## src/rgbhsv_pkg.sv

```systemverilog
// Package for the 8-bit RGB to HSV converter: field widths, sector codes,
// divider geometry and the struct that rides beside the divider pipeline.
// No dependencies.
package rgbhsv_pkg;

   localparam int CH_W  = 8;   // one color channel
   localparam int HUE_W = 9;   // hue in degrees, 0..360

   // Restoring divider, instanced twice: one quotient bit per stage
   localparam int DIV_QW     = 9;
   localparam int DIV_NW     = 18;
   localparam int DIV_DW     = 9;
   localparam int DIV_STAGES = DIV_QW;

   // Sector of the maximal channel
   localparam logic [1:0] SEC_RED   = 2'd0;
   localparam logic [1:0] SEC_GREEN = 2'd1;
   localparam logic [1:0] SEC_BLUE  = 2'd2;

   localparam logic [HUE_W-1:0] HUE_BASE_RED   = 9'd0;
   localparam logic [HUE_W-1:0] HUE_BASE_GREEN = 9'd120;
   localparam logic [HUE_W-1:0] HUE_BASE_BLUE  = 9'd240;
   localparam logic [HUE_W-1:0] HUE_BASE_WRAP  = 9'd360;

   typedef struct packed {
      logic            sat_zero;
      logic            hue_zero;
      logic [CH_W-1:0] val;
   } side_type;

   // Hue offset in degrees for a sector; a red sector with falling
   // difference starts from the top of the circle.
   function automatic logic [HUE_W-1:0] hue_base(input logic [1:0] sec,
                                                 input logic       neg);
      logic [HUE_W-1:0] base;
      unique case (sec)
         SEC_RED:   base = neg ? HUE_BASE_WRAP : HUE_BASE_RED;
         SEC_GREEN: base = HUE_BASE_GREEN;
         SEC_BLUE:  base = HUE_BASE_BLUE;
         default:   base = HUE_BASE_RED;
      endcase
      return base;
   endfunction

endpackage

```

## src/rgbhsv_div.sv

```systemverilog
// Pipelined restoring divider, one quotient bit per register stage.
// Depends on rgbhsv_pkg for the dividend, divisor and quotient widths.
module rgbhsv_div (
   input  logic                           clock,
   input  logic                           reset,
   input  logic                           in_valid,
   input  logic [rgbhsv_pkg::DIV_NW-1:0]  dividend,
   input  logic [rgbhsv_pkg::DIV_DW-1:0]  divisor,
   output logic                           out_valid,
   output logic [rgbhsv_pkg::DIV_QW-1:0]  quotient
);
   import rgbhsv_pkg::*;

   logic              vld_ff [DIV_STAGES];
   logic [DIV_NW-1:0] rem_ff [DIV_STAGES];
   logic [DIV_DW-1:0] dsr_ff [DIV_STAGES];
   logic [DIV_QW-1:0] quo_ff [DIV_STAGES];

   for (genvar k = 0; k < DIV_STAGES; k++) begin : g_stage
      localparam int BIT = DIV_QW - 1 - k;

      logic              vld_src;
      logic [DIV_NW-1:0] rem_src;
      logic [DIV_DW-1:0] dsr_src;
      logic [DIV_QW-1:0] quo_src;
      logic [DIV_NW-1:0] trial;
      logic              fits;
      logic [DIV_NW-1:0] rem_in;
      logic [DIV_QW-1:0] quo_in;

      if (k == 0) begin : g_first
         assign vld_src = in_valid;
         assign rem_src = dividend;
         assign dsr_src = divisor;
         assign quo_src = '0;
      end else begin : g_next
         assign vld_src = vld_ff[k-1];
         assign rem_src = rem_ff[k-1];
         assign dsr_src = dsr_ff[k-1];
         assign quo_src = quo_ff[k-1];
      end

      // Quotient stays below 2**DIV_QW; the shifted divisor never overflows, as DIV_DW + DIV_QW - 1 <= DIV_NW
      assign trial = {{(DIV_NW-DIV_DW){1'b0}}, dsr_src} << BIT;
      assign fits  = (rem_src >= trial);

      always_comb begin
         rem_in      = fits ? (rem_src - trial) : rem_src;
         quo_in      = quo_src;
         quo_in[BIT] = fits;
      end

      always_ff @(posedge clock) begin
         if (reset) begin
            vld_ff[k] <= 1'b0;
         end else begin
            vld_ff[k] <= vld_src;
         end
         rem_ff[k] <= rem_in;
         dsr_ff[k] <= dsr_src;
         quo_ff[k] <= quo_in;
      end
   end

   assign out_valid = vld_ff[DIV_STAGES-1];
   assign quotient  = quo_ff[DIV_STAGES-1];

endmodule

```

## src/rgb_to_hsv_8bit.sv

```systemverilog
// Top level of the 8-bit RGB to HSV converter: max/min, sector and
// numerator stages, then two rgbhsv_div pipelines for saturation and hue.
// Depends on rgbhsv_pkg and rgbhsv_div.
//
//   channel   direction  handshake          payload
//   request   in         start / busy       req_red_in, req_green_in, req_blue_in
//   response  out        rsp_valid strobe   rsp_hue_deg, rsp_sat_out, rsp_val_out
//
// One pixel enters per clock while busy is low; each result passes three
// front stages, nine divider stages (one quotient bit each) and one
// output register. busy follows reset and is otherwise low.
// Synchronous reset clears all valid bits and drops in-flight transactions.
// The receiver takes every strobe, so nothing stalls.
module rgb_to_hsv_8bit (
   input  logic                           clock,
   input  logic                           reset,
   input  logic                           start,
   output logic                           busy,
   input  logic [rgbhsv_pkg::CH_W-1:0]    req_red_in,
   input  logic [rgbhsv_pkg::CH_W-1:0]    req_green_in,
   input  logic [rgbhsv_pkg::CH_W-1:0]    req_blue_in,
   output logic                           rsp_valid,
   output logic [rgbhsv_pkg::HUE_W-1:0]   rsp_hue_deg,
   output logic [rgbhsv_pkg::CH_W-1:0]    rsp_sat_out,
   output logic [rgbhsv_pkg::CH_W-1:0]    rsp_val_out
);
   import rgbhsv_pkg::*;

   localparam int LATENCY = 3 + DIV_STAGES + 1;

   logic accept;
   assign busy   = reset;
   assign accept = start & ~busy;

   // Stage 1: max, min, sector, difference magnitude
   logic            r_ge_g, r_ge_b, g_ge_b;
   logic [CH_W-1:0] hi_in, lo_in, opa, opb, mag_in;
   logic [1:0]      sec_in;
   logic            neg_in;

   logic            s1_vld_ff;
   logic [CH_W-1:0] s1_hi_ff, s1_lo_ff, s1_mag_ff;
   logic [1:0]      s1_sec_ff;
   logic            s1_neg_ff;

   always_comb begin
      r_ge_g = (req_red_in >= req_green_in);
      r_ge_b = (req_red_in >= req_blue_in);
      g_ge_b = (req_green_in >= req_blue_in);
      hi_in  = r_ge_g ? (r_ge_b ? req_red_in : req_blue_in)
                      : (g_ge_b ? req_green_in : req_blue_in);
      lo_in  = r_ge_g ? (g_ge_b ? req_blue_in : req_green_in)
                      : (r_ge_b ? req_blue_in : req_red_in);
      // Ties go to red, then green
      priority if (r_ge_g && r_ge_b) begin
         sec_in = SEC_RED;
      end else if (g_ge_b) begin
         sec_in = SEC_GREEN;
      end else begin
         sec_in = SEC_BLUE;
      end
      unique case (sec_in)
         SEC_RED: begin
            opa = req_green_in;
            opb = req_blue_in;
         end
         SEC_GREEN: begin
            opa = req_blue_in;
            opb = req_red_in;
         end
         SEC_BLUE: begin
            opa = req_red_in;
            opb = req_green_in;
         end
         default: begin
            opa = req_green_in;
            opb = req_blue_in;
         end
      endcase
      neg_in = (opa < opb);
      mag_in = neg_in ? (opb - opa) : (opa - opb);
   end

   always_ff @(posedge clock) begin
      if (reset) begin
         s1_vld_ff <= 1'b0;
      end else begin
         s1_vld_ff <= accept;
      end
      s1_hi_ff  <= hi_in;
      s1_lo_ff  <= lo_in;
      s1_mag_ff <= mag_in;
      s1_sec_ff <= sec_in;
      s1_neg_ff <= neg_in;
   end

   // Stage 2: delta, scaled difference, hue base
   logic             s2_vld_ff;
   logic [CH_W-1:0]  s2_hi_ff, s2_delta_ff;
   logic [13:0]      s2_mag60_ff;
   logic [HUE_W-1:0] s2_base_ff;
   logic             s2_neg_ff;

   always_ff @(posedge clock) begin
      if (reset) begin
         s2_vld_ff <= 1'b0;
      end else begin
         s2_vld_ff <= s1_vld_ff;
      end
      s2_hi_ff    <= s1_hi_ff;
      s2_delta_ff <= s1_hi_ff - s1_lo_ff;
      s2_mag60_ff <= 14'(s1_mag_ff) * 14'd60;
      s2_base_ff  <= hue_base(s1_sec_ff, s1_neg_ff);
      s2_neg_ff   <= s1_neg_ff;
   end

   // Stage 3: rounding dividends and divisors
   logic [16:0]       hue_prod, hue_num, sat_num;
   logic [DIV_NW-1:0] hue_dvd_in, sat_dvd_in;
   side_type          side_in;

   logic              s3_vld_ff;
   logic [DIV_NW-1:0] s3_hue_dvd_ff, s3_sat_dvd_ff;
   logic [DIV_DW-1:0] s3_hue_dsr_ff, s3_sat_dsr_ff;
   side_type          s3_side_ff;

   always_comb begin
      hue_prod   = 17'(s2_base_ff) * 17'(s2_delta_ff);
      hue_num    = s2_neg_ff ? (hue_prod - 17'(s2_mag60_ff))
                             : (hue_prod + 17'(s2_mag60_ff));
      sat_num    = 17'(s2_delta_ff) * 17'd255;
      // round half up: floor((2n + d) / 2d)
      hue_dvd_in = {hue_num, 1'b0} + DIV_NW'(s2_delta_ff);
      sat_dvd_in = {sat_num, 1'b0} + DIV_NW'(s2_hi_ff);
      side_in.sat_zero = (s2_hi_ff == '0);
      side_in.hue_zero = (s2_delta_ff == '0);
      side_in.val      = s2_hi_ff;
   end

   always_ff @(posedge clock) begin
      if (reset) begin
         s3_vld_ff <= 1'b0;
      end else begin
         s3_vld_ff <= s2_vld_ff;
      end
      s3_hue_dvd_ff <= hue_dvd_in;
      s3_sat_dvd_ff <= sat_dvd_in;
      s3_hue_dsr_ff <= {s2_delta_ff, 1'b0};
      s3_sat_dsr_ff <= {s2_hi_ff, 1'b0};
      s3_side_ff    <= side_in;
   end

   // Dividers
   logic              hue_q_vld, sat_q_vld;
   logic [DIV_QW-1:0] hue_q, sat_q;

   rgbhsv_div u_hue_div (
      .clock     (clock),
      .reset     (reset),
      .in_valid  (s3_vld_ff),
      .dividend  (s3_hue_dvd_ff),
      .divisor   (s3_hue_dsr_ff),
      .out_valid (hue_q_vld),
      .quotient  (hue_q)
   );

   rgbhsv_div u_sat_div (
      .clock     (clock),
      .reset     (reset),
      .in_valid  (s3_vld_ff),
      .dividend  (s3_sat_dvd_ff),
      .divisor   (s3_sat_dsr_ff),
      .out_valid (sat_q_vld),
      .quotient  (sat_q)
   );

   // Carry flags and value alongside the divider stages
   side_type side_ff [DIV_STAGES];

   always_ff @(posedge clock) begin
      side_ff[0] <= s3_side_ff;
      for (int i = 1; i < DIV_STAGES; i++) begin
         side_ff[i] <= side_ff[i-1];
      end
   end

   // Output register
   logic             rsp_valid_ff;
   logic [HUE_W-1:0] rsp_hue_ff;
   logic [CH_W-1:0]  rsp_sat_ff, rsp_val_ff;

   always_ff @(posedge clock) begin
      if (reset) begin
         rsp_valid_ff <= 1'b0;
      end else begin
         rsp_valid_ff <= hue_q_vld & sat_q_vld;
      end
      // Zero divisors give all-ones quotients: override them
      rsp_hue_ff <= side_ff[DIV_STAGES-1].hue_zero ? '0 : HUE_W'(hue_q);
      rsp_sat_ff <= side_ff[DIV_STAGES-1].sat_zero ? '0 : sat_q[CH_W-1:0];
      rsp_val_ff <= side_ff[DIV_STAGES-1].val;
   end

   assign rsp_valid   = rsp_valid_ff;
   assign rsp_hue_deg = rsp_hue_ff;
   assign rsp_sat_out = rsp_sat_ff;
   assign rsp_val_out = rsp_val_ff;

   // Checks
   a_latency: assert property (@(posedge clock) disable iff (reset)
      accept |-> ##LATENCY rsp_valid)
      else $error("result strobe missing after fixed latency");

   a_div_align: assert property (@(posedge clock) disable iff (reset)
      hue_q_vld == sat_q_vld)
      else $error("divider pipelines out of step");

   a_hue_range: assert property (@(posedge clock) disable iff (reset)
      rsp_valid |-> rsp_hue_deg <= 9'd360)
      else $error("hue above 360");

   a_grey_hue: assert property (@(posedge clock) disable iff (reset)
      (rsp_valid && rsp_sat_out == '0) |-> rsp_hue_deg == '0)
      else $error("hue nonzero for zero saturation");

   a_black_sat: assert property (@(posedge clock) disable iff (reset)
      (rsp_valid && rsp_val_out == '0) |-> rsp_sat_out == '0)
      else $error("saturation nonzero for black pixel");

endmodule
```

## config.mk

```make
export PLATFORM = sky130hd
export DESIGN_NAME = rgb_to_hsv_8bit
export DESIGN_NICKNAME = d
export VERILOG_FILES = /design/src/rgbhsv_pkg.sv /design/src/rgbhsv_div.sv /design/src/rgb_to_hsv_8bit.sv
export SDC_FILE = /design/constraint.sdc
export NUM_CORES = 1
export LEC_CHECK = 0
export BUFFER_PORTS_ARGS = -buffer_cell sky130_fd_sc_hd__buf_2
export CAP_MARGIN = 10
export CORE_MARGIN = 5
export CORE_UTILIZATION = 55
export DETAILED_ROUTE_END_ITERATION = 10
export PLACE_DENSITY = 0.79
export SLEW_MARGIN = 30
export SYNTH_ARGS = -nofsm -noshare
export SYNTH_HDL_FRONTEND = slang
export SYNTH_HIERARCHICAL = 1
export SYNTH_SLANG_ARGS = --single-unit
```

## constraint.sdc

```tcl
create_clock -name clock -period 8.7 [get_ports clock]
set_clock_uncertainty 0.2 [all_clocks]
set_input_delay 1.305 -clock clock [delete_from_list [all_inputs] [get_ports clock]]
set_output_delay 1.305 -clock clock [all_outputs]
set_load 0.05 [all_outputs]
```

## Word-level counts from Yosys, hierarchy flattened

Memories as Yosys holds them, arrays and structs flattened. A register that Yosys moved wholly into a read port is not among the register bits.
Cells that the tools add are included.

| storage, ports and cells | value |
|---|---|
| logic and storage cells | 162 |
| output and inout bits | 27 |
| memories kept | 9 |
| bits of input ports | 27 |
| flip-flop bits (word level) | 131 |
| bits in writable memories | 756 |

| cells by class | value |
|---|---|
| multiplexer cells | 53 |
| $add $sub $neg | 25 |
| order comparisons | 22 |
| reduce and logical (&&, ||, !) cells | 4 |
| eq/ne operators | 4 |
| multiply operators | 3 |
| bitwise gates (word level) | 21 |

Memories:

| name | depth | width | rd ports | clocked after memory_dff | wr ports | RTL line | text |
|---|---|---|---|---|---|---|---|
| u_hue_div.rem_ff | 9 | 18 | 8 | 0 | 9 | rgbhsv_div.sv:15 | `logic [DIV_NW-1:0] rem_ff [DIV_STAGES];` |
| u_sat_div.rem_ff | 9 | 18 | 8 | 0 | 9 | rgbhsv_div.sv:15 |  |
| side_ff | 9 | 10 | 9 | 0 | 9 | rgb_to_hsv_8bit.sv:178 | `side_type side_ff [DIV_STAGES];` |
| u_hue_div.dsr_ff | 9 | 9 | 8 | 0 | 9 | rgbhsv_div.sv:16 | `logic [DIV_DW-1:0] dsr_ff [DIV_STAGES];` |
| u_hue_div.quo_ff | 9 | 9 | 9 | 1 | 9 | rgbhsv_div.sv:17 | `logic [DIV_QW-1:0] quo_ff [DIV_STAGES];` |
| u_sat_div.dsr_ff | 9 | 9 | 8 | 0 | 9 | rgbhsv_div.sv:16 |  |
| 3 more memories | -- | -- | -- | -- | -- | -- |  |

Operators with widths:

| cell | number |
|---|---|
| two-way mux 18 bit | 18 |
| two-way mux 8 bit | 7 |
| greater-or-equal comparator 18 x 10 -> 1 bit | 2 |
| greater-or-equal comparator 18 x 11 -> 1 bit | 2 |
| greater-or-equal comparator 18 x 12 -> 1 bit | 2 |
| greater-or-equal comparator 18 x 13 -> 1 bit | 2 |
| greater-or-equal comparator 18 x 14 -> 1 bit | 2 |
| greater-or-equal comparator 18 x 15 -> 1 bit | 2 |
| greater-or-equal comparator 18 x 16 -> 1 bit | 2 |
| greater-or-equal comparator 18 x 17 -> 1 bit | 2 |
| greater-or-equal comparator 18 x 9 -> 1 bit | 2 |
| subtractor 18 x 10 -> 18 bit | 2 |
| subtractor 18 x 11 -> 18 bit | 2 |
| subtractor 18 x 12 -> 18 bit | 2 |
| subtractor 18 x 13 -> 18 bit | 2 |
| subtractor 18 x 14 -> 18 bit | 2 |
| subtractor 18 x 15 -> 18 bit | 2 |
| subtractor 18 x 16 -> 18 bit | 2 |
| subtractor 18 x 17 -> 18 bit | 2 |
| subtractor 18 x 9 -> 18 bit | 2 |
| case mux 8 bit (2 select lines) | 2 |
| case mux 9 bit (3 select lines) | 1 |
| greater-or-equal comparator 8 bit | 3 |
| subtractor 8 bit | 3 |
| 20 further kinds | 62 |

## Depth between registers and ports, before layout

| depth | value |
|---|---|
| word-level depth | 7 |
| depth in mapped cells | 25 |
| gate-level depth less buffers | 25 |

## By module

The synthesis kept the hierarchy.

By module, submodules not included:

| module | sequential area each (um^2) | area each (um^2) | times used | cells an instance |
|---|---|---|---|---|
| rgb_to_hsv_8bit | 4604.4 | 12658.4 | 1 | 1227 |
| rgbhsv_div (u_sat_div) | 5405.2 | 10920.5 | 1 | 1086 |
| rgbhsv_div (u_hue_div) | 5405.2 | 10825.4 | 1 | 1062 |

## Least setup slack after synthesis

OpenSTA, ideal clock, no wires.

| path | value |
|---|---|
| path kind | flip-flop to flip-flop |
| start point | register s2_delta_ff[5] |
| end point | register s3_hue_dvd_ff[17] |
| path slack | 2.936 ns |
| stages on the path, launching flop included | 24 |
| setup time | 0.120 ns |
| required time | 8.380 ns |
| path buffers | 0 |
| arrival time | 5.444 ns |
| period minus slack after synthesis | 5.764 ns |
| path through | dfxtp_1 -> nand2_1 -> fa_1 -> fa_1 -> inv_1 -> fa_1 -> inv_1 -> fa_1 -> inv_1 -> ha_1 -> nand2_1 -> o21ai_0 -> nor4_1 -> or3_1 -> xnor2_1 -> ha_1 -> and3_1 -> nand2_1 -> a211o_2 -> nand3_1 -> a21oi_1 -> xnor2_1 -> xor2_1 -> xnor2_1 |

| between the ends | value |
|---|---|
| longest elaborated chain between the ends | 4 |
| elaborated cells between the ends (all ways) | 5 |
| those cells by class | add/sub (3); mul (1); mux (1) |

Ends and longest elaborated chain:

| element | RTL line | text |
|---|---|---|
| start: declaration | rgb_to_hsv_8bit.sv:99 | `logic [CH_W-1:0] s2_hi_ff, s2_delta_ff;` |
| start signal: assignment | rgb_to_hsv_8bit.sv:111 | `s2_delta_ff <= s1_hi_ff - s1_lo_ff;` |
| multiplier 9 x 8 -> 17 bit | rgb_to_hsv_8bit.sv:128 | `hue_prod = 17'(s2_base_ff) * 17'(s2_delta_ff);` |
| adder 17 x 14 -> 17 bit or subtractor 17 x 14 -> 17 bit (tied branches) | rgb_to_hsv_8bit.sv:130, rgb_to_hsv_8bit.sv:129 |  |
| two-way mux 17 bit | rgb_to_hsv_8bit.sv:129 | `hue_num = s2_neg_ff ? (hue_prod - 17'(s2_mag60_ff))` |
| adder 18 x 8 -> 18 bit (*) | rgb_to_hsv_8bit.sv:133 | `hue_dvd_in = {hue_num, 1'b0} + DIV_NW'(s2_delta_ff);` |
| net hue_dvd_in[17] | rgb_to_hsv_8bit.sv:119 | `logic [DIV_NW-1:0] hue_dvd_in, sat_dvd_in;` |
| end signal: assignment | rgb_to_hsv_8bit.sv:146 | `s3_hue_dvd_ff <= hue_dvd_in;` |
| end: declaration | rgb_to_hsv_8bit.sv:123 | `logic [DIV_NW-1:0] s3_hue_dvd_ff, s3_sat_dvd_ff;` |

Mark *: on every way through the listed nets, which the timed path passes. The rest lies on a longest branch.
A chain may end at the register's enable or synchronous reset.

## Worst setup path in the final report

Ends and elaborated chain as after synthesis.

==> impl_metrics.ini <==
[timing]
maxSlewViolCount = 0
finalSetupViolations = 0
relSlewSlack_pct = 38.0
tightest_slew_ns = 0.926
rsz0062_at_grt = no
finalHoldViolations = 0
period_needed_ns = 6.27
fmax_mhz = 160
fin_crit_sh_pct = 72.1
fin_tns_setup_ns = 0

[layout]
nNetsFinal = 3905
antenna_cells = 0
synthToLayoutAreaGrowth_pct = 10.7
fillerInstances = 4980
post-route-util_pct = 61.4
final_cell_mix = 761 x dfxtp_1, 366 x inv_1, 326 x ha_1
layout_commonest_cell = dfxtp_1
fin_area_um2 = 37900
drive_gt1_share_pct = 8.49
seqCellArea_um2 = 15200
multi_input_area_um2 = 17400

[floorplanning]
die_h_um = 259
rows = 91
initial_core_util_pct = 55.5
ios = 54
core_area_um2 = 61700
die_area_um2 = 67300
die_w_um = 259

[logic_synthesis]
synth-warning-count = 6
syn_area_per_cell_um2 = 10.2
syn_area_um2 = 34200
syn_inst = 3366

[critical_path]
cp_top_family = adder cells
end_kind = flop
worstPathCellList = nand2_1, fa_1, fa_1, inv_1, fa_1, inv_1, fa_1, inv_1, ha_1, nand2_1, o21ai_0, nor4_1, or3_1, xnor2_1, ha_1, and3_1, nand2_1, a211o_2, nand3_1, a21oi_1, xnor2_1, xor2_1, xnor2_1
cp_slowest_stage_delay_ns = 0.67
critical_path_arrival_ns = 6.56
critPathMostFrequentCell = fa_1
cpMaxStageDelayCell = dfxtp_1
crit_type = flop to flop
cp_max_fo = 12
path_buf_inv = 3
worst_ep_required_time_ns = 8.99
start_kind = flop

[place]
io_buffers = 53
gp_congestion = 0.896
place_hpwl_mm = 47.4
place_area_um2 = 35400

[global_routing]
grt_pass1_vias = 23300
grt_pass1_wl_mm = 107
grt_max_degree = 24
grt_overflow = 0
grt_usage_pct = 18.8
antenna_found_initial = 0

[clock_network]
holdBufCountCts = 0
post_cts_resized = 0
cts-root-buf = clkbuf_16
clk_latency_ns = 0.61
cts_buffers = 74
clk_pin_slew_ns = 0.06
clock_path_buffers = 3
clock_sinks = 761
cts_tree = built
h-tree-depth = 3
cts_setup_buffers = 0

[flow_run]
maxCapViolCount = 0

[routing]
post_drt_wl_per_cell_um = 14.6
wirelength_mm = 63.5
drtIter0Drc = 1166
drt-pass1-iter-count = 5
viasPerCell = 5.26
ant_nets = 0
vias = 22900
drc = 0

[min_path]
hp-class = flop to flop

[status]
status = finished, final reports clean
==> routing by layer <==
metal	GRT usage [%]	wire length [µm]
met1	21.5	26800
met2	35.3	32400
met3	2.99	2240
met4	6.84	2060
met5	0	0
==> sequential cells by signal, indices dropped and copies added (netlist names), 9 cells and up <==
name and cells:
u_hue_div/rem_ff 144, u_sat_div/rem_ff 144, side_ff 90, u_hue_div/dsr_ff 72, u_sat_div/dsr_ff 72, u_hue_div/quo_ff 45
u_sat_div/quo_ff 36, s3_hue_dvd_ff 18, s3_sat_dvd_ff 17, s2_mag60_ff 12, s3_side_ff 10, rsp_hue_deg 9
u_hue_div/vld_ff 9, u_sat_div/vld_ff 9
==> through the flow <==
stage | hold slack (ns) | setup WS (ns) | instances
2_1_floorplan | 0.110 | 2.94 | 3369
3_3_place_gp | 0.109 | 2.53 | 4224
3_5_place_dp | 0.112 | 2.45 | 4224
4_1_cts | 0.114 | 2.44 | 4358
5_1_grt | 0.126 | 2.08 | 4358
6_report | 0.117 | 2.43 | 4358
==> layout make-up <==
type	count	area share, %
Clock inverter	35	1.11
Tap cell	837	2.76
Inverter	368	3.64
Multi-Input combinational cell	2201	46.0
Sequential cell	761	40.2
Timing Repair Buffer	57	0.779
Clock buffer	99	5.54
==> worst paths after layout <==
path                          startpoint  cells after the start  slack [ns]                         to
setup reg to reg  s2_delta_ff[5]$_DFF_P_                     23        2.43  s3_hue_dvd_ff[17]$_DFF_P_
setup / recovery  s2_delta_ff[5]$_DFF_P_                     23        2.43  s3_hue_dvd_ff[17]$_DFF_P_
hold reg to reg   side_ff[0][25]$_DFF_P_                      0        0.12     side_ff[0][35]$_DFF_P_
hold / removal    side_ff[0][25]$_DFF_P_                      0        0.12     side_ff[0][35]$_DFF_P_
Power is left out: the tool's default activity adds up to more than one toggle a clock period on the data nets, which glitch-free logic cannot reach.
